## src/rtl/fsn_ram.sv

```systemverilog
`timescale 1ns / 1ps
// fsn_ram: generic single write port, single read port ram with registered read
// no dependencies
module fsn_ram #(
    parameter int WIDTH = 8,
    parameter int DEPTH = 256
) (
    input  logic                     i_clk,
    input  logic                     i_we,
    input  logic [$clog2(DEPTH)-1:0] i_waddr,
    input  logic [WIDTH-1:0]         i_wdata,
    input  logic [$clog2(DEPTH)-1:0] i_raddr,
    output logic [WIDTH-1:0]         o_rdata
);

    logic [WIDTH-1:0] r_mem [DEPTH];
    logic [WIDTH-1:0] r_rdata;

    always_ff @(posedge i_clk) begin
        if (i_we) begin
            r_mem[i_waddr] <= i_wdata;
        end
        r_rdata <= r_mem[i_raddr];
    end

    assign o_rdata = r_rdata;

endmodule

```

## config.mk

```make
export PLATFORM = sky130hd
export DESIGN_NAME = fsn_ram
export DESIGN_NICKNAME = d
export VERILOG_FILES = /design/src/rtl/fsn_ram.sv
export SDC_FILE = /design/constraint.sdc
export NUM_CORES = 2
export LEC_CHECK = 0
export BUFFER_PORTS_ARGS = -buffer_cell sky130_fd_sc_hd__buf_2
export CORE_MARGIN = 2
export CORE_UTILIZATION = 57
export CTS_CLUSTER_DIAMETER = 40
export DETAILED_ROUTE_END_ITERATION = 10
export GPL_TIMING_DRIVEN = 0
export MAX_ROUTING_LAYER = met4
export PLACE_DENSITY = 0.76
export SLEW_MARGIN = 20
export SYNTH_ARGS = -nofsm -noshare
export SYNTH_HDL_FRONTEND = slang
export SYNTH_SLANG_ARGS = --single-unit
```

## constraint.sdc

```tcl
create_clock -name i_clk -period 2.9 [get_ports i_clk]
set_clock_uncertainty 0.2 [all_clocks]
set_input_delay 0.725 -clock i_clk [delete_from_list [all_inputs] [get_ports i_clk]]
set_output_delay 0.725 -clock i_clk [all_outputs]
set_load 0.005 [all_outputs]
```

After elaboration in Yosys (flattened, before gate mapping)

Memory sizes are Yosys's and may differ from the RTL's. A register that Yosys moved wholly into a read port is not among the register bits.
Index checks and enable logic that the tools add are counted.

Word-level logic and storage cells: 3
RAM bits: 2,048
Output and inout port bits: 8
Register bits after elaboration: 0
Memories: 1

Memories:

| memory | words | bits a word | rd ports | clocked after Yosys merged registers in | wr ports | line | RTL |
|---|---|---|---|---|---|---|---|
| r_mem  | 256   | 8           | 1        | 1                                       | 1        | 16   | `logic [WIDTH-1:0] r_mem [DEPTH];` |

Multiplexer cells: 2

Operators with widths:

| kind             | count |
|---|---|
| 1-bit 2-to-1 mux | 2 |

Longest topological paths before layout

Depth in word-level cells: 2
Mapped depth: 11
Depth with buffers taken out: 6

Worst setup path after synthesis

OpenSTA, ideal clock, no wires.

Path type: input to register
Start point: input port i_raddr[0]
End point: register r_rdata[2] (netlist: o_rdata[2]), read port of r_mem
Setup slack: 0.037 ns
Data required time: 2.569 ns
Path buffers: 4
Stages on the path: 9
Arrival time: 2.532 ns
Path through: buf_6 buf_12 buf_8 buf_2 mux4_2 a22oi_1 a21oi_1 nor4_1 nor4_2

RTL lines:

| item        | line | RTL |
|---|---|---|
| from (decl) | 12   | `input logic [$clog2(DEPTH)-1:0] i_raddr,` |
| to (decl)   | 17   | `logic [WIDTH-1:0] r_rdata;` |

==> results.json <==
{
  "clkSinkCount": 2056,
  "crit_path_start": "i_raddr[3]",
  "total_power_draw_w": 0.0646,
  "fp.dieArea_um2": 143000,
  "timing.critical_path.to_type": "register",
  "boundaryPins": 34,
  "first_global_vias": 41922,
  "grt_pass1_wl_um": 327000,
  "slew-limit-headroom_pct": 17.1,
  "setup.worst_path.class": "input port to register",
  "finalSetupTns_ns": -20.10,
  "placement.cell_area_um2": 82800,
  "critPathSlowestCell": "buf_2",
  "finalCriticalPeriod_ns": 3.06,
  "ant_nets": 0,
  "post_drt_wl_per_cell_um": 39.6,
  "timing_max_transition_violations_final": 0,
  "rows": 137,
  "power_density_nw_per_um2": 699,
  "post_synth_main_area_contributors": "edfxtp_1 77%, mux4_2 13%, mux2i_1 1.7%, nor2_1 1.3%, a22oi_1 1.3%",
  "worst_path_clk_slew_ns": 0.06,
  "critPathMaxStageDelay_ns": 0.59,
  "stdcell_count": 6074,
  "postSynthNetCount": 3759,
  "synth.avg_cell_area_um2": 21.3,
  "worst_skew_pair.late_latency_ns": 0.85,
  "critPathBufInv": 3,
  "die_w_um": 378,
  "cts.path.max_buffers": 3,
  "worst_hold_startpoint": "i_wdata[3]",
  "max_freq_ghz": 0.326,
  "worst_ep_required_time_ns": 3.36,
  "unrepaired_setup_endpoints_after_global_routing": "true",
  "avgViaCountPerCell": 7.14,
  "clock_root_buffer": "clkbuf_16",
  "route.vias.total": 43396,
  "synthesis.yosys.warnings": 0,
  "holdWs_ns": 0.0856,
  "layout.filler_cells": 8431,
  "syn_area_um2": 79600,
  "globalRouteTotalUtil_pct": 34.9,
  "finalNetCount": 4044,
  "chipHeight_um": 378,
  "count_of_flip_flops_with_a_built_in_enable_after_synthesis": 2048,
  "cpLargestDelayFamily": "buffers and inverters",
  "initialDrtViolationCount": 7545,
  "timing.rr.start": "r_mem[209][5]",
  "slew_at_the_pin_with_the_worst_max_slew_slack_ns": 1.24,
  "hpwlAfterDp_um": 156000,
  "sequential_cell_area_um2": 61700,
  "detail_route.wirelength_um": 241000,
  "gpl.final_weighted_congestion": 1.00,
  "multiInputGateArea_um2": 18100,
  "synthDistinctLibCells": 55,
  "postSynth.topFlopCell": "edfxtp_1",
  "yosys.area.top_type_share_pct": 77.3,
  "outcome": "finished with violations",
  "ctsHtreeMaxLevel": 4,
  "area.growth.synth_to_final_pct": 16.1,
  "worst-endpoint-arrival_ns": 3.52,
  "cts_inserted_buffers": 214,
  "failed_checks": "negative setup slack",
  "initial_core_util_pct": 57.2,
  "synth_sequential_area_ratio_pct": 77.5,
  "hold_path.class": "input port to register",
  "first_pass_iters": 8,
  "share_of_post_route_cells_with_drive_strength_above_1_pct": 32.0,
  "path_max_fanout": 10,
  "number_of_max_capacitance_violations_reported": 0,
  "final_min_period_over_clock_period_pct": 106,
  "place.detailed.instances": 5661,
  "design_area_um2": 92400,
  "crit_path_top_cell_by_count": "buf_2",
  "crit_chain": "buf_2, clkbuf_2, buf_2, mux4_2, a21boi_0, nand4_1, a22oi_1, nor4_4",
  "report.final.setup_viol": 360,
  "timing.final.hold_violations": 0,
  "largest_net_degree_at_the_start_of_global_routing": 132,
  "globalRoute.totalOverflow": 0,
  "syn-instance-count": 3733,
  "core_area_um2": 139000,
  "vdd_ir_drop_max_uv": 774,
  "post-route-drc-count": 0,
  "number_of_synthesized_register_bits": 2056,
  "placement.io_buffers": 26,
  "leakage_nw": 28.6,
  "yosysTopAreaCell": "edfxtp_1",
  "cts_tree": "done",
  "finalWorstSetupSlack_ns": -0.163,
  "cp-start-kind": "input port",
  "async_reset_ff_share_pct": 0,
  "initial_antenna_violation_count": 11
}
state kept, by name (all words and copies together), names as in the netlist:
signal / cells
o_rdata: 8
r_mem: 2048
synth_stat cells, types with 13 or more instances:
library cell / number
nand3_1: 34
mux2i_1: 134
nor2b_1: 31
buf_2: 31
a221oi_1: 13
o221ai_1: 46
mux4_2: 454
nor3_1: 22
buf_8: 13
o22ai_1: 28
nor2_1: 282
nor4_1: 24
a21oi_1: 96
edfxtp_1: 2048
buf_6: 21
a211oi_1: 16
buf_1: 22
nand2_1: 33
buf_4: 27
a22oi_1: 133
clkbuf_1: 111
cells in the final DEF (no fill, tap or decap), types with 32 or more instances in the layout:
master and instances:
clkbuf_16 221, nor2_1 133, a22oi_1 123, edfxtp_1 2048, mux4_2 454, a21oi_1 67
buf_8 33, nor2_2 121, buf_2 36, clkbuf_2 46, buf_4 50, mux2i_1 131
clkinv_2 32, clkbuf_1 70
cells by family (layout without fill, tap and decap cells):
logic type / count (synthesis) / after routing / share of synthesized area [%]
buffers and inverters: 235 / 691 / 1.83
AO/OA/AOI/OAI: 385 / 385 / 3.42
other: 0 / 9 / 0
flip-flops: 2056 / 2056 / 77.5
multiplexers: 591 / 591 / 14.6
AND/OR/NAND/NOR: 466 / 466 / 2.63
repair_timing:
item | 4_1_cts | 5_1_grt
setup endpoints to repair | 1289 | 648
pin swaps | 23 | 24
resized for setup | 458 | 172
gates cloned | 0 | 2
hold buffers | 1 | 0
setup buffers | 9 | 11
hold endpoints to repair | 12 | 0
layer usage:
metal	part of all wire (%)	vias up	global-route usage, %
li1	-	16332	-
met1	33	22193	44.2
met2	45	4044	49.3
met3	16	827	12.2
met4	7.2	0	20.5
met5	0	-	-
path summary, 6_finish.rpt:
path,end,slack [ns],cells past startpoint
max,o_rdata[6],-0.16,8
min,r_mem[189][3],0.09,1
max reg2reg,o_rdata[5],0.05,6
min reg2reg,o_rdata[2],1.10,6
worst reg2reg max path: cells and delay by family, from the launching register on:
| family | cells | cell delay (ns) |
|---|---|---|
| AOI/OAI and AO/OA | 3 | 1.02 |
| muxes | 1 | 0.50 |
| DFF | 1 | 0.42 |
| and+or+nand+nor | 2 | 0.53 |
layout make-up:
type                            instances  area share (%)
Clock inverter                        125            1.57
Tap cell                             1876            2.54
Clock buffer                          262            6.11
Sequential cell                      2056            66.8
Timing Repair Buffer                   75            1.15
Inverter                                2         0.00948
Multi-Input combinational cell       1442            19.6
Antenna cell                            9          0.0244
Buffer                                227            2.26
metrics by stage:
stage | setup WS (ns) | util (%)
floorplan | 0.0371 | -
global placement | -2.93 | 59.0
detailed placement | -2.58 | 59.6
CTS | -0.0165 | 65.9
global route | -0.0438 | 66.4
finish | -0.163 | 66.4
where the power goes:
| part | internal, W | total, W | switching (W) |
|---|---|---|---|
| combinational | 0.00129 | 0.00395 | 0.00266 |
| clock | 0.0162 | 0.0278 | 0.0116 |
| sequential | 0.0328 | 0.0328 | 0.0000216 |
Power figures use the tool's default switching activity.
