`src/rtl/fsn_pkg.sv`:
```
`timescale 1ns / 1ps
// fsn_pkg: constants, codes, state and command types of the fractal noise block
// no dependencies; imported by fsn_ctrl, fsn_dp and fractal_simplex_noise_2d
package fsn_pkg;

    localparam int TABLE_SIZE  = 256;
    localparam int TAB_AW      = 8;
    localparam int MAX_OCTAVES = 16;
    localparam int DIV_BITS    = 39;

    localparam logic [31:0] SKEW_Q32   = 32'd1572067135;
    localparam logic [31:0] UNSKEW_Q32 = 32'd907633384;
    localparam logic [31:0] DIAG_Q32   = 32'd3036441878;

    localparam logic [33:0] ONE_QF  = 34'd65536;
    localparam logic [33:0] G2_QF   = 34'((64'(UNSKEW_Q32) + 64'd32768) >> 16);
    localparam logic [33:0] DIAG_QF = 34'((64'(DIAG_Q32) + 64'd32768) >> 16);

    localparam logic [25:0] HALF_QF   = 26'd32768;
    localparam logic [31:0] FREQ_INIT = 32'd65536;
    localparam logic [15:0] AMP_INIT  = 16'd32768;

    localparam logic signed [19:0] CRN_ONE  = 20'sd65536;
    localparam logic signed [19:0] CRN_G2   = 20'(G2_QF);
    localparam logic signed [19:0] CRN_G2X2 = 20'(G2_QF << 1);

    localparam logic [5:0] DIV_LAST = 6'(DIV_BITS - 1);

    // configuration register indexes
    localparam logic [1:0] CFG_OCTAVES = 2'd0;
    localparam logic [1:0] CFG_LACUN   = 2'd1;
    localparam logic [1:0] CFG_GAIN    = 2'd2;

    // item kinds
    localparam logic KIND_LOAD = 1'b0;
    localparam logic KIND_EVAL = 1'b1;

    // simplex corners
    localparam logic [1:0] CRN_FIRST = 2'd0;
    localparam logic [1:0] CRN_MID   = 2'd1;
    localparam logic [1:0] CRN_LAST  = 2'd2;

    // table lookup steps
    localparam logic [2:0] RD_PJ0 = 3'd0;
    localparam logic [2:0] RD_PJ1 = 3'd1;
    localparam logic [2:0] RD_PJ2 = 3'd2;
    localparam logic [2:0] RD_H0  = 3'd3;
    localparam logic [2:0] RD_H1  = 3'd4;
    localparam logic [2:0] RD_H2  = 3'd5;

    typedef enum logic [2:0] {
        ST_IDLE, ST_MUL, ST_WB, ST_RD, ST_CAP, ST_DVI, ST_DIV, ST_OUT
    } t_state;

    typedef enum logic [3:0] {
        OP_SCX, OP_SCY, OP_SKEW, OP_UNSK, OP_CXX, OP_CYY, OP_TSQ1, OP_TSQ2,
        OP_DOT, OP_CON, OP_AMP, OP_GAIN, OP_LAC
    } t_op;

    typedef struct packed {
        logic       init;
        logic       wb;
        t_op        op;
        logic [1:0] crn;
        logic [2:0] rd_sel;
        logic       cap;
        logic       div_init;
        logic       div_step;
        logic       emit;
    } t_cmd;

    typedef struct packed {
        logic       t_neg;
        logic [3:0] oct_last;
    } t_sts;

endpackage

```
`src/rtl/fsn_ctrl.sv`:
```
`timescale 1ns / 1ps
// fsn_ctrl: sequencer of the fractal noise block, octave, corner, lookup and divide steps
// depends on fsn_pkg
module fsn_ctrl (
    input  logic          i_clk,
    input  logic          i_rst_n,
    input  logic          i_start,
    input  logic          i_kind,
    input  fsn_pkg::t_sts i_sts,
    output fsn_pkg::t_cmd o_cmd,
    output logic          o_busy
);
    import fsn_pkg::*;

    t_state     r_state, n_state;
    t_op        r_op, n_op;
    logic [1:0] r_crn, n_crn;
    logic [2:0] r_rd, n_rd;
    logic [3:0] r_oct, n_oct;
    logic [5:0] r_div, n_div;

    always_ff @(posedge i_clk) begin
        if (!i_rst_n) begin
            r_state <= ST_IDLE;
            r_op    <= OP_SCX;
            r_crn   <= CRN_FIRST;
            r_rd    <= RD_PJ0;
            r_oct   <= '0;
            r_div   <= '0;
        end else begin
            r_state <= n_state;
            r_op    <= n_op;
            r_crn   <= n_crn;
            r_rd    <= n_rd;
            r_oct   <= n_oct;
            r_div   <= n_div;
        end
    end

    always_comb begin
        n_state = r_state;
        n_op    = r_op;
        n_crn   = r_crn;
        n_rd    = r_rd;
        n_oct   = r_oct;
        n_div   = r_div;
        case (r_state)
            ST_IDLE: begin
                if (i_start && i_kind == KIND_EVAL) begin
                    n_state = ST_MUL;
                    n_op    = OP_SCX;
                    n_oct   = '0;
                end
            end
            ST_MUL: begin
                // corner outside radius skips its remaining products
                if (r_op == OP_TSQ1 && i_sts.t_neg) begin
                    if (r_crn == CRN_LAST) begin
                        n_op = OP_AMP;
                    end else begin
                        n_crn = r_crn + 2'd1;
                        n_op  = OP_CXX;
                    end
                end else begin
                    n_state = ST_WB;
                end
            end
            ST_WB: begin
                n_state = ST_MUL;
                case (r_op)
                    OP_SCX:  n_op = OP_SCY;
                    OP_SCY:  n_op = OP_SKEW;
                    OP_SKEW: n_op = OP_UNSK;
                    OP_UNSK: begin
                        n_state = ST_RD;
                        n_rd    = RD_PJ0;
                    end
                    OP_CXX:  n_op = OP_CYY;
                    OP_CYY:  n_op = OP_TSQ1;
                    OP_TSQ1: n_op = OP_TSQ2;
                    OP_TSQ2: n_op = OP_DOT;
                    OP_DOT:  n_op = OP_CON;
                    OP_CON: begin
                        if (r_crn == CRN_LAST) begin
                            n_op = OP_AMP;
                        end else begin
                            n_crn = r_crn + 2'd1;
                            n_op  = OP_CXX;
                        end
                    end
                    OP_AMP:  n_op = OP_GAIN;
                    OP_GAIN: n_op = OP_LAC;
                    OP_LAC: begin
                        if (r_oct == i_sts.oct_last) begin
                            n_state = ST_DVI;
                        end else begin
                            n_oct = r_oct + 4'd1;
                            n_op  = OP_SCX;
                        end
                    end
                    default: n_state = ST_IDLE;
                endcase
            end
            ST_RD: n_state = ST_CAP;
            ST_CAP: begin
                if (r_rd == RD_H2) begin
                    n_state = ST_MUL;
                    n_op    = OP_CXX;
                    n_crn   = CRN_FIRST;
                end else begin
                    n_state = ST_RD;
                    n_rd    = r_rd + 3'd1;
                end
            end
            ST_DVI: begin
                n_state = ST_DIV;
                n_div   = '0;
            end
            ST_DIV: begin
                if (r_div == DIV_LAST) begin
                    n_state = ST_OUT;
                end else begin
                    n_div = r_div + 6'd1;
                end
            end
            ST_OUT:  n_state = ST_IDLE;
            default: n_state = ST_IDLE;
        endcase
    end

    always_comb begin
        o_cmd          = '0;
        o_cmd.op       = r_op;
        o_cmd.crn      = r_crn;
        o_cmd.rd_sel   = r_rd;
        o_cmd.init     = (r_state == ST_IDLE) && i_start && (i_kind == KIND_EVAL);
        o_cmd.wb       = (r_state == ST_WB);
        o_cmd.cap      = (r_state == ST_CAP);
        o_cmd.div_init = (r_state == ST_DVI);
        o_cmd.div_step = (r_state == ST_DIV);
        o_cmd.emit     = (r_state == ST_OUT);
        o_busy         = (r_state != ST_IDLE);
    end

endmodule

```
`config.mk`:
```
export PLATFORM = sky130hd
export DESIGN_NAME = fsn_ctrl
export DESIGN_NICKNAME = d
export VERILOG_FILES = /design/src/rtl/fsn_pkg.sv /design/src/rtl/fsn_ctrl.sv
export SDC_FILE = /design/constraint.sdc
export NUM_CORES = 1
export LEC_CHECK = 0
export BUFFER_PORTS_ARGS = -buffer_cell sky130_fd_sc_hd__buf_2
export CAP_MARGIN = 10
export CORE_ASPECT_RATIO = 0.9
export CORE_MARGIN = 5
export CORE_UTILIZATION = 60
export CTS_CLUSTER_DIAMETER = 30
export DETAILED_ROUTE_END_ITERATION = 12
export PLACE_DENSITY = 0.84
export SYNTH_ARGS = -nofsm -noshare
export SYNTH_HDL_FRONTEND = slang
export SYNTH_SLANG_ARGS = --single-unit
```
`constraint.sdc`:
```
create_clock -name i_clk -period 3.64 [get_ports i_clk]
set_input_delay 0.364 -clock i_clk [delete_from_list [all_inputs] [get_ports i_clk]]
set_output_delay 0.364 -clock i_clk [all_outputs]
set_load 0.01 [all_outputs]
```
# Word-level counts from Yosys, hierarchy flattened
# Index checks and enable logic that the tools add are counted.
# word_totals
ff_bits	22
elab_cells	92
# op_classes
addsub	4
n_eq_ne	36
mux	27
reduce_logical	19
# ops
cell	count
case mux 4 bit (12 select lines)	1
2-to-1 mux 4 bit	7
case mux 3 bit (8 select lines)	1
equality test 4 bit (second input constant)	5
2-to-1 mux 3 bit	6
equality test 4 x 3 -> 1 bit (second input constant)	4
case mux 4 bit (4 select lines)	1
equality test 3 bit (second input constant)	5
inequality test 13 x 1 -> 1 bit (second input constant)	1
inequality test 2 bit (second input constant)	6
case mux 6 bit (2 select lines)	1
OR reduction 11 bit	1
2-to-1 mux 2 bit	5
inequality test 2 x 1 -> 1 bit (second input constant)	5
case mux 3 bit (3 select lines)	1
equality test 4 x 2 -> 1 bit (second input constant)	2
case mux 4 bit (2 select lines)	1
AND reduction 4 bit	2
adder 6 x 1 -> 6 bit (second input constant)	1
equality test 3 x 2 -> 1 bit (second input constant)	2
equality test 6 bit (second input constant)	1
2-to-1 mux 6 bit	1
case mux 2 bit (3 select lines)	1
case mux 3 bit (2 select lines)	1
17 further kinds	24

# Longest topological paths before layout
# logic_depth
word_depth	4
ltp_mapped	8
mapped_depth_nobuf	7

# Least setup slack after synthesis
# Ideal clock, no wire load.
# synth_path
path_type	register to register
startpoint	register r_crn[0]
endpoint	register r_crn[0]
arrival_ns	1.862
setup_ns	0.066
path_slack_ns	1.712
stages_incl_launch_ff	8
path_cell_list	dfxtp_1 -> inv_1 -> ha_1 -> or3b_2 -> a21oi_2 -> o221ai_2 -> or3_1 -> a21oi_2
# synth_via
elab_chain_len	4
# synth_rtl
element	line_no	rtl
from (decl)	fsn_ctrl.sv:17	logic [1:0] r_crn, n_crn;
from (signal assigned)	fsn_ctrl.sv:33	r_crn <= n_crn;
adder 2 x 1 -> 2 bit or equality test 2 bit (tied branches)	n/a	
2-to-1 mux 2 bit *	fsn_ctrl.sv:58, fsn_ctrl.sv:84	
2-to-1 mux 2 bit (on tied branches)	fsn_ctrl.sv:70, fsn_ctrl.sv:57	
case mux 2 bit (3 select lines) *	fsn_ctrl.sv:47	case (r_state)
# Every way passes the cells marked *; elsewhere a longest branch is shown, timed or not. The select of a mux whose other input is x is not followed.
# A chain may end at the register's enable or synchronous reset.

# Worst setup path in the final report
# layout_path
startpoint	register r_state[1]
endpoint	register r_oct[3]
# layout_via
elab_chain_len	3
# layout_rtl
element	line_no	rtl
from (decl)	fsn_ctrl.sv:15	t_state r_state, n_state;
from (signal assigned)	fsn_ctrl.sv:31	r_state <= n_state;
equality test 3 x 2 -> 1 bit or zero test 3 bit (tied branches)	fsn_ctrl.sv:47	
inequality test 2 x 1 -> 1 bit (no source line), or another cell as far along	n/a	
AND reduction 4 bit (no source line)	n/a	
to (signal assigned)	fsn_ctrl.sv:35	r_oct <= n_oct;
to (decl)	fsn_ctrl.sv:19	logic [3:0] r_oct, n_oct;
# Parallel ways exist; a longest one is shown, timed or not.

==> out/qor.yml <==
rsz0062_at_grt: "false"
endpoint_kind: "flop"
netlist_area_mm2: 0.00158
drt_pass1_iterations: 4
drv_slew: 0
core_mm2: 0.00249
p_leak_nw: 0.764
multi_input_area_um2: 987
vdd_drop_max_v: 0.000233
crit_chain: "or3b_1 > clkinv_8 > nand2_4 > o22a_4 > or3_1 > a21oi_1"
crit_type: "reg -> reg"
cts.sinks: 22
min_path_type: "in -> reg"
cts.clk_slew.worst_paths_ns: 0.13
comb_power_share_pct: 18.5
min_from: "i_rst_n"
ys_seq_area_share_pct: 27.8
synth_fp_nets: 208
nets: 227
track_usage_pct: 19.3
root_buffer: "clkbuf_4"
grt_max_degree: 16
grt_pass1_wl_um: 5950
grt_util_met3_pct: 4.58
place_hpwl_um: 2560
syn_to_final_growth_pct: 6.25
fin_util_pct: 67.5
dp_cells: 231
synth_cell_types: 50
syn_area_per_cell_um2: 8.37
cts_buffers: 3
max_cap_viol_count: 0
placed_cell_area_mm2: 0.00164
r2r_start: "r_state[1]"
cp_max_fo: 14
portBuffers: 24
drtIter0Drc: 69
overflow: 0
die_height_um: 58.7
wirelength_um: 3430
diodes: 0
max_freq_mhz: 452
grt_pass1_vias: 1334
synth-main-ff-cell: "dfxtp_1"
power_density_mw_per_mm2: 291
grtUsageMet1_pct: 24.8
vias: 1390
grt_busiest_layer: "met2"
switchingPower_mw: 0.143
cts_hold_buffers: 0
status: "finished clean"
dieArea_mm2: 0.00376
clkPwrFrac_pct: 28.7
startpoint_type: "flop"
max_slew_margin_pct: 55.5
slowest_delay_ns: 0.62
drive_gt1_share_pct: 19.8
crit_slowest_cell: "dfxtp_1"
routed_via_density: 5.91
pin_count: 25
setup_viol: 0
cts_tree: "done"
synth_edf_count: 0
fill_cells: 208
grt_antenna_before_repair: 0
cp-startpoint: "r_state[1]"
route.detailed.drc: 0
instances_no_fill: 235
worstMarginPinSlew_ns: 0.660
wl_per_cell_um: 14.6
tns_ns: 0
required_ns: 3.90
rows: 17
arrival_ns: 2.47
gp_congestion: 0.902
async_flop_share_pct: 0
htreeDepth: 1
syn_inst: 189
postCtsSetupBuffers: 0
ant_nets: 0
design_area_mm2: 0.00168
yosys_warnings: 0
period_minus_slack_ns: 2.21
fin_worst_skew_ns: 0.00232
initial_utilization_pct: 63.5
clockBufferDepth: 2
layout_setup_ws_ns: 1.43
swShare_pct: 29.2
finalHoldViolations: 0
grt.met2_usage_pct: 32.0
ctsResizeCount: 0
pre_cts_ws_ns: 1.50
internal_power_mw: 0.347
die_width_um: 64.1
clock_latency_ns: 0.32
seq_area_um2: 440
synth-seq-cells: 22
timing.final.crit_share_pct: 60.8
pwr-share-seq_pct: 52.7
cells in the final DEF (no fill, tap or decap), types with 3 or more instances in the layout:
master,instances
dfxtp_1,22
clkbuf_4,3
buf_2,24
mux2i_1,4
or3_1,5
xor2_1,8
xnor2_1,3
nand2_1,19
o21ai_0,6
ha_1,10
nand3_1,10
inv_1,12
nor2_1,19
nand2b_1,3
a21oi_1,15
worst max-delay path: cells and delay by family (launching register included):
family	cells	cell delay, ns
buf+inv	1	0.13
compound gates	2	0.39
flops	1	0.62
simple gates	3	1.01
area by class of cell:
| type | count | share of cell area (%) |
|---|---|---|
| clock buffers | 4 | 2.16 |
| well taps | 28 | 2.08 |
| flip-flops and latches | 22 | 26.2 |
| repair buffers | 24 | 7.15 |
| multi-input cells | 144 | 58.7 |
| inverters | 13 | 3.65 |
registers in the layout, indices dropped and copies added, names as in the netlist:
register	flops
r_op	4
r_crn	2
r_state	3
r_div	6
r_rd	3
r_oct	4
per-stage QoR:
step	hold slack [ns]	total power, mW
6_report	0.375	0.489
3_5_place_dp	0.493	0.353
2_1_floorplan	0.470	0.336
5_1_grt	0.360	0.518
4_1_cts	0.366	0.492
3_3_place_gp	0.480	0.350
Yosys cell counts (2+ instances only):
cell       instances  area [µm²]
o21ai_0            6        30.0
nand3b_1           2        15.0
a21oi_2            2        17.5
a2bb2oi_1          2        17.5
inv_1             12        45.0
mux2i_1            4        40.0
or3b_1             2        17.5
a21oi_1           15        75.1
clkbuf_1           3        11.3
and3_1             2        12.5
xnor2_1            3        26.3
nor2b_1            2        12.5
nand2_1           19        71.3
nor4_1             2        12.5
xor2_1             8        70.1
buf_6              2        22.5
nand2b_1           3        18.8
nand3_1           10        50.1
dfxtp_1           22         440
nor2_1            19        71.3
nor3b_1            2        15.0
o21a_1             2        15.0
or3_1              5        31.3
a31oi_1            2        12.5
clkbuf_8           4        55.1
ha_1              10         125
power by group through the flow:
| stage | Combinational (mW) | Sequential [mW] | Clock (mW) |
|---|---|---|---|
| after detailed placement | 0.0900 | 0.263 | 0 |
| after global routing | 0.101 | 0.259 | 0.158 |
| after floorplan | 0.0784 | 0.258 | 0 |
| after CTS | 0.0905 | 0.258 | 0.144 |
| after global placement | 0.0876 | 0.262 | 0 |
| final | 0.0907 | 0.258 | 0.141 |
path summary, 6_finish.rpt:
check,cells after the start,slack [ns],end
worst max-delay path,6,1.43,r_oct[3]
worst max register to register,6,1.43,r_oct[3]
worst min-delay path,3,0.38,r_op[0]
worst min register to register,2,0.51,r_crn[0]
cell families (layout without fill, tap and decap cells):
kind of cell               count (synthesis)  in the layout  share of synthesized area, %
adders and majority gates                 10             10                          7.91
and+or+nand+nor                           79             79                          28.1
muxes                                      6              6                          3.96
xor gates and xnor gates                  11             11                          6.09
AOI/OAI and AO/OA                         38             38                          16.4
DFF                                       22             22                          27.8
buffers and inverters                     23             41                          9.73
layer usage:
| layer | up-vias | wire length, µm |
|---|---|---|
| met4 | 0 | 19 |
| li1 | 690 | - |
| met3 | 5 | 247 |
| met1 | 639 | 1510 |
| met5 | - | 0 |
| met2 | 56 | 1650 |
Power figures use the tool's default switching activity.
