[config.mk]
export PLATFORM = sky130hd
export DESIGN_NAME = fsn_dp
export DESIGN_NICKNAME = d
export VERILOG_FILES = /design/src/rtl/fsn_pkg.sv /design/src/rtl/fsn_dp.sv
export SDC_FILE = /design/constraint.sdc
export NUM_CORES = 2
export LEC_CHECK = 0
export BUFFER_PORTS_ARGS = -buffer_cell sky130_fd_sc_hd__buf_2
export CAP_MARGIN = 20
export CORE_MARGIN = 1
export CORE_UTILIZATION = 60
export DETAILED_ROUTE_END_ITERATION = 10
export PLACE_DENSITY = 0.77
export SYNTH_ARGS = -nofsm -noshare
export SYNTH_HDL_FRONTEND = slang
export SYNTH_SLANG_ARGS = --single-unit
[constraint.sdc]
create_clock -name i_clk -period 13.2 [get_ports i_clk]
set_input_delay 1.32 -clock i_clk [delete_from_list [all_inputs] [get_ports i_clk]]
set_output_delay 1.32 -clock i_clk [all_outputs]
set_load 0.005 [all_outputs]
[src/rtl/fsn_pkg.sv]
`timescale 1ns / 1ps
// fsn_pkg: constants, codes, state and command types of the fractal noise block
// no dependencies; imported by fsn_ctrl, fsn_dp and fractal_simplex_noise_2d
package fsn_pkg;

    localparam int TABLE_SIZE  = 256;
    localparam int TAB_AW      = 8;
    localparam int MAX_OCTAVES = 16;
    localparam int DIV_BITS    = 39;

    localparam logic [31:0] SKEW_Q32   = 32'd1572067135;
    localparam logic [31:0] UNSKEW_Q32 = 32'd907633384;
    localparam logic [31:0] DIAG_Q32   = 32'd3036441878;

    localparam logic [33:0] ONE_QF  = 34'd65536;
    localparam logic [33:0] G2_QF   = 34'((64'(UNSKEW_Q32) + 64'd32768) >> 16);
    localparam logic [33:0] DIAG_QF = 34'((64'(DIAG_Q32) + 64'd32768) >> 16);

    localparam logic [25:0] HALF_QF   = 26'd32768;
    localparam logic [31:0] FREQ_INIT = 32'd65536;
    localparam logic [15:0] AMP_INIT  = 16'd32768;

    localparam logic signed [19:0] CRN_ONE  = 20'sd65536;
    localparam logic signed [19:0] CRN_G2   = 20'(G2_QF);
    localparam logic signed [19:0] CRN_G2X2 = 20'(G2_QF << 1);

    localparam logic [5:0] DIV_LAST = 6'(DIV_BITS - 1);

    // configuration register indexes
    localparam logic [1:0] CFG_OCTAVES = 2'd0;
    localparam logic [1:0] CFG_LACUN   = 2'd1;
    localparam logic [1:0] CFG_GAIN    = 2'd2;

    // item kinds
    localparam logic KIND_LOAD = 1'b0;
    localparam logic KIND_EVAL = 1'b1;

    // simplex corners
    localparam logic [1:0] CRN_FIRST = 2'd0;
    localparam logic [1:0] CRN_MID   = 2'd1;
    localparam logic [1:0] CRN_LAST  = 2'd2;

    // table lookup steps
    localparam logic [2:0] RD_PJ0 = 3'd0;
    localparam logic [2:0] RD_PJ1 = 3'd1;
    localparam logic [2:0] RD_PJ2 = 3'd2;
    localparam logic [2:0] RD_H0  = 3'd3;
    localparam logic [2:0] RD_H1  = 3'd4;
    localparam logic [2:0] RD_H2  = 3'd5;

    typedef enum logic [2:0] {
        ST_IDLE, ST_MUL, ST_WB, ST_RD, ST_CAP, ST_DVI, ST_DIV, ST_OUT
    } t_state;

    typedef enum logic [3:0] {
        OP_SCX, OP_SCY, OP_SKEW, OP_UNSK, OP_CXX, OP_CYY, OP_TSQ1, OP_TSQ2,
        OP_DOT, OP_CON, OP_AMP, OP_GAIN, OP_LAC
    } t_op;

    typedef struct packed {
        logic       init;
        logic       wb;
        t_op        op;
        logic [1:0] crn;
        logic [2:0] rd_sel;
        logic       cap;
        logic       div_init;
        logic       div_step;
        logic       emit;
    } t_cmd;

    typedef struct packed {
        logic       t_neg;
        logic [3:0] oct_last;
    } t_sts;

endpackage

[src/rtl/fsn_dp.sv]
`timescale 1ns / 1ps
// fsn_dp: datapath of the fractal noise block, shared multiplier, corner math, divider
// depends on fsn_pkg; reads the permutation table through fsn_ram
module fsn_dp (
    input  logic                       i_clk,
    input  logic                       i_rst_n,
    input  logic                       i_cfg_we,
    input  logic [1:0]                 i_cfg_index,
    input  logic [15:0]                i_cfg_data,
    input  logic signed [31:0]         i_coord_x,
    input  logic signed [31:0]         i_coord_y,
    input  fsn_pkg::t_cmd              i_cmd,
    output fsn_pkg::t_sts              o_sts,
    output logic [fsn_pkg::TAB_AW-1:0] o_rd_addr,
    input  logic [7:0]                 i_rd_data,
    output logic                       o_valid,
    output logic signed [15:0]         o_noise_value
);
    import fsn_pkg::*;

    logic [4:0]         r_octaves;
    logic [15:0]        r_lacun;
    logic [15:0]        r_gain;
    logic               r_valid;
    logic [15:0]        r_out;

    logic signed [31:0] r_cx, r_cy;
    logic [31:0]        r_freq;
    logic [15:0]        r_amp;
    logic signed [24:0] r_sum;
    logic [19:0]        r_total;
    logic signed [67:0] r_prod;
    logic signed [31:0] r_px, r_py;
    logic signed [17:0] r_ci, r_cj;
    logic signed [19:0] r_x0, r_y0;
    logic [7:0]         r_lk [6];
    logic [23:0]        r_a;
    logic signed [25:0] r_t;
    logic signed [21:0] r_dot;
    logic signed [23:0] r_n;
    logic [20:0]        r_rem;
    logic [DIV_BITS-1:0] r_quo;
    logic               r_neg;

    logic               w_i1;
    logic signed [19:0] w_cx, w_cy;
    logic [2:0]         w_h;
    logic signed [20:0] w_cx21, w_cy21, w_tx, w_ty, w_base, w_ax, w_combo;
    logic signed [33:0] w_op_a, w_op_b;
    logic signed [31:0] w_s;
    logic signed [33:0] w_sx, w_sy;
    logic signed [35:0] w_x0, w_y0;
    logic [25:0]        w_t_new;
    logic signed [23:0] w_c, w_c70;
    logic [24:0]        w_mag;
    logic [20:0]        w_rs;
    logic [21:0]        w_df;
    logic [15:0]        w_sat;
    logic [3:0]         w_oct_last;

    // configuration and result strobe
    always_ff @(posedge i_clk) begin
        if (!i_rst_n) begin
            r_octaves <= 5'd4;
            r_lacun   <= 16'd8192;
            r_gain    <= 16'd32768;
            r_valid   <= 1'b0;
        end else begin
            r_valid <= i_cmd.emit;
            if (i_cfg_we) begin
                case (i_cfg_index)
                    CFG_OCTAVES: r_octaves <= i_cfg_data[4:0];
                    CFG_LACUN:   r_lacun   <= i_cfg_data;
                    CFG_GAIN:    r_gain    <= i_cfg_data;
                    default: ;
                endcase
            end
        end
    end

    always_comb begin
        if (r_octaves == 5'd0) begin
            w_oct_last = 4'd0;
        end else if (r_octaves > 5'(MAX_OCTAVES)) begin
            w_oct_last = 4'(MAX_OCTAVES - 1);
        end else begin
            w_oct_last = 4'(r_octaves - 5'd1);
        end
        o_sts.oct_last = w_oct_last;
        o_sts.t_neg    = r_t[25];
    end

    // corner offsets and gradient projection
    assign w_i1 = (r_x0 > r_y0);

    always_comb begin
        w_cx = r_x0;
        w_cy = r_y0;
        w_h  = r_lk[3][2:0];
        case (i_cmd.crn)
            CRN_FIRST: begin
                w_cx = r_x0;
                w_cy = r_y0;
                w_h  = r_lk[3][2:0];
            end
            CRN_MID: begin
                w_cx = r_x0 - (w_i1 ? CRN_ONE : 20'sd0) + CRN_G2;
                w_cy = r_y0 - (w_i1 ? 20'sd0 : CRN_ONE) + CRN_G2;
                w_h  = r_lk[4][2:0];
            end
            CRN_LAST: begin
                w_cx = r_x0 - CRN_ONE + CRN_G2X2;
                w_cy = r_y0 - CRN_ONE + CRN_G2X2;
                w_h  = r_lk[5][2:0];
            end
            default: ;
        endcase
        w_cx21  = {w_cx[19], w_cx};
        w_cy21  = {w_cy[19], w_cy};
        w_tx    = w_h[0] ? -w_cx21 : w_cx21;
        w_ty    = w_h[1] ? -w_cy21 : w_cy21;
        w_base  = w_h[1] ? w_cy21 : w_cx21;
        w_ax    = w_h[0] ? -w_base : w_base;
        w_combo = w_h[2] ? (w_tx + w_ty) : w_ax;
    end

    // operand select of the shared multiplier
    always_comb begin
        w_op_a = '0;
        w_op_b = '0;
        case (i_cmd.op)
            OP_SCX: begin
                w_op_a = {{2{r_cx[31]}}, r_cx};
                w_op_b = {2'b00, r_freq};
            end
            OP_SCY: begin
                w_op_a = {{2{r_cy[31]}}, r_cy};
                w_op_b = {2'b00, r_freq};
            end
            OP_SKEW: begin
                w_op_a = {{2{r_px[31]}}, r_px} + {{2{r_py[31]}}, r_py};
                w_op_b = {2'b00, SKEW_Q32};
            end
            OP_UNSK: begin
                w_op_a = {{16{r_ci[17]}}, r_ci} + {{16{r_cj[17]}}, r_cj};
                w_op_b = G2_QF;
            end
            OP_CXX: begin
                w_op_a = {{14{w_cx[19]}}, w_cx};
                w_op_b = {{14{w_cx[19]}}, w_cx};
            end
            OP_CYY: begin
                w_op_a = {{14{w_cy[19]}}, w_cy};
                w_op_b = {{14{w_cy[19]}}, w_cy};
            end
            OP_TSQ1, OP_TSQ2: begin
                w_op_a = {{8{r_t[25]}}, r_t};
                w_op_b = {{8{r_t[25]}}, r_t};
            end
            OP_DOT: begin
                w_op_a = {{13{w_combo[20]}}, w_combo};
                w_op_b = w_h[2] ? DIAG_QF : ONE_QF;
            end
            OP_CON: begin
                w_op_a = {{8{r_t[25]}}, r_t};
                w_op_b = {{12{r_dot[21]}}, r_dot};
            end
            OP_AMP: begin
                w_op_a = {18'd0, r_amp};
                w_op_b = {{10{r_n[23]}}, r_n};
            end
            OP_GAIN: begin
                w_op_a = {18'd0, r_amp};
                w_op_b = {18'd0, r_gain};
            end
            OP_LAC: begin
                w_op_a = {2'b00, r_freq};
                w_op_b = {18'd0, r_lacun};
            end
            default: ;
        endcase
    end

    // writeback, divide and saturation helpers
    always_comb begin
        w_s     = r_prod[63:32];
        w_sx    = {{2{r_px[31]}}, r_px} + {{2{w_s[31]}}, w_s};
        w_sy    = {{2{r_py[31]}}, r_py} + {{2{w_s[31]}}, w_s};
        w_x0    = {{4{r_px[31]}}, r_px} - {{2{r_ci[17]}}, r_ci, 16'd0} + r_prod[35:0];
        w_y0    = {{4{r_py[31]}}, r_py} - {{2{r_cj[17]}}, r_cj, 16'd0} + r_prod[35:0];
        w_t_new = HALF_QF - {2'b00, r_a} - {2'b00, r_prod[39:16]};
        w_c     = {{6{r_prod[33]}}, r_prod[33:16]};
        w_c70   = (w_c <<< 6) + (w_c <<< 2) + (w_c <<< 1);
        w_mag   = r_sum[24] ? 25'(-r_sum) : 25'(r_sum);
        w_rs    = {r_rem[19:0], r_quo[DIV_BITS-1]};
        w_df    = {1'b0, w_rs} - {2'b00, r_total};
        if (r_neg) begin
            w_sat = (r_quo > 39'd32768) ? 16'h8000 : 16'(-r_quo);
        end else begin
            w_sat = (r_quo > 39'd32767) ? 16'h7fff : r_quo[15:0];
        end
    end

    always_comb begin
        o_rd_addr = r_cj[7:0];
        case (i_cmd.rd_sel)
            RD_PJ0: o_rd_addr = r_cj[7:0];
            RD_PJ1: o_rd_addr = r_cj[7:0] + {7'd0, ~w_i1};
            RD_PJ2: o_rd_addr = r_cj[7:0] + 8'd1;
            RD_H0:  o_rd_addr = r_ci[7:0] + r_lk[0];
            RD_H1:  o_rd_addr = r_ci[7:0] + {7'd0, w_i1} + r_lk[1];
            RD_H2:  o_rd_addr = r_ci[7:0] + 8'd1 + r_lk[2];
            default: ;
        endcase
    end

    always_ff @(posedge i_clk) begin
        r_prod <= w_op_a * w_op_b;
        if (i_cmd.init) begin
            r_cx    <= i_coord_x;
            r_cy    <= i_coord_y;
            r_freq  <= FREQ_INIT;
            r_amp   <= AMP_INIT;
            r_sum   <= '0;
            r_total <= '0;
        end
        if (i_cmd.cap) begin
            r_lk[i_cmd.rd_sel] <= i_rd_data;
        end
        if (i_cmd.wb) begin
            case (i_cmd.op)
                OP_SCX: r_px <= r_prod[47:16];
                OP_SCY: r_py <= r_prod[47:16];
                OP_SKEW: begin
                    r_ci <= w_sx[33:16];
                    r_cj <= w_sy[33:16];
                    r_n  <= '0;
                end
                OP_UNSK: begin
                    r_x0 <= w_x0[19:0];
                    r_y0 <= w_y0[19:0];
                end
                OP_CXX:           r_a   <= r_prod[39:16];
                OP_CYY:           r_t   <= w_t_new;
                OP_TSQ1, OP_TSQ2: r_t   <= r_prod[41:16];
                OP_DOT:           r_dot <= r_prod[37:16];
                OP_CON:           r_n   <= r_n + w_c70;
                OP_AMP: begin
                    r_sum   <= r_sum + r_prod[40:16];
                    r_total <= r_total + {4'd0, r_amp};
                end
                OP_GAIN: r_amp <= r_prod[31:16];
                OP_LAC:  r_freq <= (|r_prod[47:44]) ? 32'hffff_ffff : r_prod[43:12];
                default: ;
            endcase
        end
        if (i_cmd.div_init) begin
            r_neg <= r_sum[24];
            r_quo <= {w_mag, 14'd0};
            r_rem <= '0;
        end
        if (i_cmd.div_step) begin
            if (!w_df[21]) begin
                r_rem <= w_df[20:0];
                r_quo <= {r_quo[DIV_BITS-2:0], 1'b1};
            end else begin
                r_rem <= w_rs;
                r_quo <= {r_quo[DIV_BITS-2:0], 1'b0};
            end
        end
        if (i_cmd.emit) begin
            r_out <= w_sat;
        end
    end

    assign o_valid       = r_valid;
    assign o_noise_value = r_out;

endmodule

-- Word level (Yosys, flattened, before mapping)
Memories as Yosys holds them, arrays and structs flattened.
Cells that the tools add are included.
- bits of input ports: 108
- register bits after elaboration: 569
- word-level logic and storage cells: 156
- memory bits (writable): 48
- output and inout port bits: 30
- memories: 1
- mux-type cells: 43
- $lt $le $gt $ge: 4
- add/sub/neg operators: 38
- reductions and logical operators: 22
- multipliers: 1
- bitwise gates (word level): 1
- equality and inequality tests: 21
- memory list (memory ; depth ; width ; rd ports ; clocked after Yosys merged registers in ; wr ports ; RTL line ; source):
    r_lk ; 6 ; 8 ; 6 ; 0 ; 1 ; fsn_dp.sv:36 ; logic [7:0] r_lk [6];
- operator list (kind ; number):
    $pmux W34 S11 ; 1
    $pmux W34 S10 ; 1
    $mux W32 ; 4
    $mux W20 ; 6
    $mux W21 ; 5
    $mux W25 ; 4
    $add A32 B32 Y33 ; 3
    $mux W16 ; 6
    $pmux W20 S2 ; 2
    $mux W39 ; 2
    $mul A34 B34 Y64 ; 1
    $pmux W26 S2 ; 1
    $mux W17 ; 3
    $pmux W24 S2 ; 1
    $neg A20 Y21 ; 2
    $add A20 B15 Y20 const B ; 2
    $add A20 B16 Y20 const B ; 2
    $add A20 B20 Y20 ; 2
    $pmux W8 S5 ; 1
    $sub A20 B18 Y20 ; 2
    $sub A20 B18 Y20 const B ; 2
    $sub A20 B20 Y20 ; 2
    $gt A39 B15 Y1 const B ; 1
    $gt A39 B16 Y1 const B ; 1
    40 further kinds ; 73

-- Depth between registers and ports, before layout
- depth after elaboration: 11
- depth in mapped cells: 66
- depth with buffers taken out: 62

-- Worst setup path after synthesis
Ideal clock, no wire load.
- path kind: input to register
- start point: input i_cmd[7] in the netlist's numbering
- end point: register r_prod[63]
- setup time: 0.130 ns
- data arrival time: 13.940 ns
- slack: -0.869 ns
- buffers on the path: 9
- stages on the path: 57
- data required time: 13.070 ns
- cell sequence: inv_1 > ha_1 > clkbuf_1 > buf_2 > buf_2 > nand2_1 > o21ai_0 > clkbuf_1 > clkbuf_1 > buf_1 > clkbuf_1 > nand2_1 > xor2_1 > ha_1 > a21o_1 > a211oi_1 > nand2_1 > a21oi_1 > [21 not listed] > inv_1 > fa_1 > inv_1 > ha_1 > a21o_1 > a21o_1 > a21oi_1 > nand2_1 > nor2_1 > a21oi_1 > a31oi_1 > nor3_1 > o21bai_1 > nand2_1 > a41oi_1 > o21ai_0 > a21oi_1 > xnor3_1
- cells in the longest elaborated chain, start to end: 8
- elaborated cells between the ends (all ways): 18
- classes of those cells: add/sub: 4; mul: 1; eq/ne: 2; mux: 11
- ends and longest elaborated chain (what ; RTL line ; source):
    start, declared ; fsn_dp.sv:12 ; input fsn_pkg::t_cmd i_cmd,
    $eq A2 B2 Y1 or $eq A2 B1 Y1 (tied branches) ; fsn_dp.sv:100 ; case (i_cmd.crn)
    $pmux W20 S2 or $pmux W3 S2 (tied branches) ; fsn_dp.sv:100 ;
    $neg A20 Y21, or another cell as far along ; fsn_dp.sv:120 ; w_tx = w_h[0] ? -w_cx21 : w_cx21;
    $mux W21, or another cell as far along ; fsn_dp.sv:120 ;
    $add A21 B21 Y21 or $mux W21 (tied branches) ; fsn_dp.sv:124, fsn_dp.sv:123 ;
    $mux W21 ; fsn_dp.sv:124 ; w_combo = w_h[2] ? (w_tx + w_ty) : w_ax;
    $pmux W34 S10 ; fsn_dp.sv:131 ; case (i_cmd.op)
    $mul A34 B34 Y64 (*) ; fsn_dp.sv:218 ; r_prod <= w_op_a * w_op_b;
    end signal, assigned ; fsn_dp.sv:218 ;
    end, declared ; fsn_dp.sv:32 ; logic signed [67:0] r_prod;
Every way passes the cells marked *; elsewhere a longest branch is shown, timed or not.
A chain may end at the register's enable or synchronous reset.

-- Worst setup path in the final report
- start point: register r_y0[5]
- end point: register r_prod[51]
- cells in the longest elaborated chain, start to end: 11
- elaborated cells between the ends (all ways): 23
- classes of those cells: add/sub: 10; mul: 1; order compare: 1; mux: 11
- ends and longest elaborated chain (what ; RTL line ; source):
    start, declared ; fsn_dp.sv:35 ; logic signed [19:0] r_x0, r_y0;
    start signal, assigned ; fsn_dp.sv:241 ; r_y0 <= w_y0[19:0];
    $gt A20 B20 Y1 ; fsn_dp.sv:94 ; assign w_i1 = (r_x0 > r_y0);
    $mux W17, on equally long branches ; fsn_dp.sv:107, fsn_dp.sv:108 ;
    $sub A20 B18 Y20, on equally long branches ; fsn_dp.sv:107, fsn_dp.sv:108 ;
    $add A20 B15 Y20, on equally long branches ; fsn_dp.sv:107, fsn_dp.sv:108 ;
    $pmux W20 S2 ; fsn_dp.sv:100 ;
    $neg A20 Y21, or another cell as far along ; fsn_dp.sv:120 ;
    $mux W21, or another cell as far along ; fsn_dp.sv:120 ;
    $add A21 B21 Y21 or $mux W21 (tied branches) ; fsn_dp.sv:124, fsn_dp.sv:123 ;
    $mux W21 ; fsn_dp.sv:124 ;
    $pmux W34 S10 ; fsn_dp.sv:131 ;
    $mul A34 B34 Y64 (*) ; fsn_dp.sv:218 ;
Marked as above.

==> results.tsv <==
stage	metric	value	unit
clock_tree	clkSinkCount	601	
sta	post-route-worst-setup-slack	-0.1457	ns
synth	synth.lib_cells_used.distinct	97	
sta	achievable-frequency	74.93	MHz
routing	drt_iter0_drc	7391	
placement	finalWeightedCongestion	1.043	
clock_tree	cts_root_buf	sky130_fd_sc_hd__clkbuf_16	
synth	synthArstFlopShare	0	%
floorplanning	io-pin-count	138	
grt	largest_net_degree_at_the_start_of_global_routing	95	
placement	post_dp_cell_area	90260	sq um
routing	detail-route-antenna-nets	0	
grt	total_routing_resource_utilization_after_global_routing	42.28	%
critical_path	critical_path.endpoint_type	register	
run_status	status	complete, but fails checks	
critical_path	worst-r2r-setup-slack	-0.15	ns
routing	viasPerCell	6.040	
synth	postSynthCellCount	8937	
layout	finish.instance_area	93660	sq um
sta	setup_viol	7	
layout	fraction_of_layout_cells_with_a_size_suffix_above_1	14.78	%
min_path	holdCritPathClass	register to register	
layout	nNetsFinal	11650	
min_path	worstHoldStart	r_total[16]$_DFF_P_	
sta	timing_worst_slew_pin_value	1.296	ns
placement	placed_cell_count	11350	
layout	syn_to_final_growth	15.07	%
placement	sum_of_net_half_perimeters_after_detailed_placement	239500	um
synth	synth.yosys.seq_area_share	19.77	%
routing	detailedRoute.firstPassIterationCount	10	
routing	vias	69550	
critical_path	setup.worst_path.start_class	register	
clock_tree	clockBufferDepth	3	
critical_path	crit_slowest_cell	sky130_fd_sc_hd__fa_2	
floorplanning	core_area	134000	sq um
routing	totalWireLength	289200	um
clock_tree	cts_inserted_buffers	61	
run_status	violations	negative setup slack	
min_path	timing.hold.worst_endpoint	r_total[16]$_DFF_P_	
layout	final_instance_count_without_filler_cells	11520	
critical_path	timing.rr.start	r_y0[5]$_DFFE_PP_	
clock_tree	h_tree_lvls	2	
sta	finalHoldViolations	0	
sta	relative_slew_slack	13.62	%
min_path	hold_depth	2	
floorplanning	die-area	137100	sq um
placement	io_buf_count	137	
synth	ys_seq_elements	601	
floorplanning	fp-row-count	134	
critical_path	crit_required	13.81	ns
grt	via_count_of_the_first_global_routing_pass	70590	
grt	overflow	0	
clock_tree	clk_latency	0.69	ns
floorplanning	initial_core_util	60.76	%
critical_path	worst-setup-path-type	register to register	
critical_path	critPathMaxStageDelay	0.58	ns
sta	final_min_period_over_clock_period	101.1	%
critical_path	cp.arrival	13.96	ns
layout	num-fill-cells	10330	
sta	finalClockSkew	0.06875	ns
routing	route.detailed.drc	0	
routing	post_drt_wl_per_cell	25.12	um
clock_tree	clkTransAtPathRegs	0.07	ns
critical_path	reg2reg_depth	67	
synth	postSynthNetCount	10890	
floorplanning	die_w	370.3	um
sta	rsz0062_at_grt	yes	
critical_path	r2r-end	r_prod[51]$_DFF_P_	
clock_tree	cts_hold_repair.buffers	0	
layout	final_util	69.91	%
run	maxcap_viol_count	0	
critical_path	path_max_fanout	8	
grt	grt_pass1_wl	431000	um
synth	synthesis.yosys.warnings	0	
synth	synth_area	81390	sq um
sta	slew_violations	0	
grt	grt_antenna_before_repair	20	
floorplanning	die_y	370.3	um
clock_tree	clock_tree_from_tritoncts	done	
layout	register_area	16100	sq um
sta	finalCriticalPeriod	13.35	ns
synth	synth_top_flop_cell	sky130_fd_sc_hd__edfxtp_1	
sta	setup-tns-final	-0.6288	ns
layout	multiInputGateArea	59130	sq um
synth	syn_area_per_cell	9.108	sq um
synth	synth-edff-count	406	
## critical path: cells and delay by family (launching register included)
family | cells | cell delay [ns]
AND/OR/NAND/NOR | 15 | 1.61
multiplexers | 2 | 0.20
buffers and inverters | 18 | 2.19
XOR/XNOR | 2 | 0.54
flip-flops | 1 | 0.40
AO/OA/AOI/OAI | 17 | 3.02
adder cells (fa/ha/maj) | 13 | 5.34
## routing by layer
layer  GRT usage (%)  up-vias  share of wire [%]
li1                -    30380                  -
met1           54.79    34450                 37
met2           66.77     3781                 45
met3           8.649      926                 10
met4           22.71       14                7.0
met5               0        -              0.034
## logic make-up (layout without fill, tap and decap cells)
kind of cell | after synthesis | count (layout) | share of synthesized area (%)
AND/OR/NAND/NOR | 2662 | 2662 | 14.85
adder cells (fa/ha/maj) | 1847 | 1847 | 39.69
AO/OA/AOI/OAI | 1427 | 1427 | 11.49
flip-flops | 601 | 601 | 19.77
other | 0 | 4 | 0
multiplexers | 60 | 60 | 0.7532
buffers and inverters | 1928 | 2734 | 8.974
XOR/XNOR | 412 | 412 | 4.467
## worst max path at each step
stage | to | cells after the start | startpoint | slack (ns)
finish | r_prod[51]$_DFF_P_ | 67 | r_y0[5]$_DFFE_PP_ | -0.15
global route | r_prod[63]$_DFF_P_ | 63 | r_y0[5]$_DFFE_PP_ | -0.69
CTS | r_prod[57]$_DFF_P_ | 65 | r_y0[5]$_DFFE_PP_ | -0.06
detailed placement | r_prod[57]$_DFF_P_ | 61 | r_x0[5]$_DFFE_PP_ | -0.93
global placement | r_prod[57]$_DFF_P_ | 64 | r_y0[5]$_DFFE_PP_ | -0.72
floorplan | r_prod[63]$_DFF_P_ | 53 | i_cmd[7] | 0.005
## timing repair
| action | CTS | global route |
|---|---|---|
| gates cloned | 0 | 0 |
| resized for setup | 85 | 130 |
| endpoints found under the hold margin | 0 | 0 |
| setup endpoints to repair | 24 | 27 |
| buffers inserted | 28 | 26 |
| pin swaps | 96 | 130 |
## stage by stage
step	hold WS, ns	setup WS [ns]
3_3_place_gp	0.4427	-0.7196
4_1_cts	0.4671	-0.05664
2_1_floorplan	0.4064	0.005449
5_1_grt	0.4951	-0.6866
6_report	0.4672	-0.1457
3_5_place_dp	0.4600	-0.9256
## placed cells by master, fill, tap and decap left out, types with 195 or more instances in the layout
cell	synthesis	routed
sky130_fd_sc_hd__o21ai_0	317	300
sky130_fd_sc_hd__edfxtp_1	406	406
sky130_fd_sc_hd__dfxtp_1	195	195
sky130_fd_sc_hd__nand2_1	1085	1073
sky130_fd_sc_hd__fa_1	1225	1203
sky130_fd_sc_hd__a21oi_1	371	347
sky130_fd_sc_hd__xnor2_1	252	247
sky130_fd_sc_hd__inv_1	1548	1530
sky130_fd_sc_hd__buf_4	8	859
sky130_fd_sc_hd__ha_1	622	599
sky130_fd_sc_hd__nor2_1	709	697
## area by class of cell
type | count | area share [%]
Inverter | 1551 | 6.228
Clock buffer | 88 | 1.890
Tap cell | 1768 | 2.362
Antenna cell | 4 | 0.01069
Multi-Input combinational cell | 6408 | 63.13
Clock inverter | 28 | 0.2926
Sequential cell | 601 | 17.19
Timing Repair Buffer | 1067 | 8.900
## cell usage after synthesis (12+ instances only)
master,number,area (sq um)
sky130_fd_sc_hd__or4_1,12,90.09
sky130_fd_sc_hd__a211oi_1,36,270.3
sky130_fd_sc_hd__nor4_1,27,168.9
sky130_fd_sc_hd__a222oi_1,42,420.4
sky130_fd_sc_hd__buf_1,26,97.59
sky130_fd_sc_hd__dfxtp_1,195,3904
sky130_fd_sc_hd__o22ai_1,26,162.7
sky130_fd_sc_hd__clkbuf_1,318,1194
sky130_fd_sc_hd__inv_1,1548,5811
sky130_fd_sc_hd__o21bai_1,32,240.2
sky130_fd_sc_hd__a211o_1,18,157.7
sky130_fd_sc_hd__o21a_1,59,442.9
sky130_fd_sc_hd__nand3_1,94,470.5
sky130_fd_sc_hd__fa_1,1225,24520
sky130_fd_sc_hd__and2_1,136,850.8
sky130_fd_sc_hd__ha_1,622,7782
sky130_fd_sc_hd__a21o_1,126,945.9
sky130_fd_sc_hd__a21boi_0,60,450.4
sky130_fd_sc_hd__a31oi_1,45,281.5
sky130_fd_sc_hd__xor2_1,158,1384
sky130_fd_sc_hd__and3_1,57,356.6
sky130_fd_sc_hd__a221oi_1,23,201.4
sky130_fd_sc_hd__o31ai_1,40,300.3
sky130_fd_sc_hd__nand2_1,1085,4073
sky130_fd_sc_hd__xnor2_1,252,2207
sky130_fd_sc_hd__nor3_1,131,655.6
sky130_fd_sc_hd__a221o_1,12,120.1
sky130_fd_sc_hd__a2111oi_0,12,105.1
sky130_fd_sc_hd__a21oi_1,371,1857
sky130_fd_sc_hd__nor2_1,709,2661
sky130_fd_sc_hd__nand3b_1,40,300.3
sky130_fd_sc_hd__nand2b_1,122,763.2
sky130_fd_sc_hd__mux2i_1,52,520.5
sky130_fd_sc_hd__or2_2,29,181.4
sky130_fd_sc_hd__o21ai_0,317,1587
sky130_fd_sc_hd__a22oi_1,44,330.3
sky130_fd_sc_hd__or3_1,54,337.8
sky130_fd_sc_hd__o211ai_1,28,210.2
sky130_fd_sc_hd__nor2b_1,89,556.8
sky130_fd_sc_hd__edfxtp_1,406,12190
sky130_fd_sc_hd__buf_2,24,120.1
sky130_fd_sc_hd__nand4_1,32,200.2
## sequential cells by signal, indices dropped and copies added, names as in the netlist, 23 cells and up
signal and count:
r_freq 32, r_px 32, r_sum 25, r_prod 64, r_a 24, r_py 32, r_t 26, r_cy 32
r_lk 33, r_cx 32, r_quo 39, r_n 23
Power is left out: the tool's default activity adds up to more than one toggle a clock period on the data nets, which glitch-free logic cannot reach.
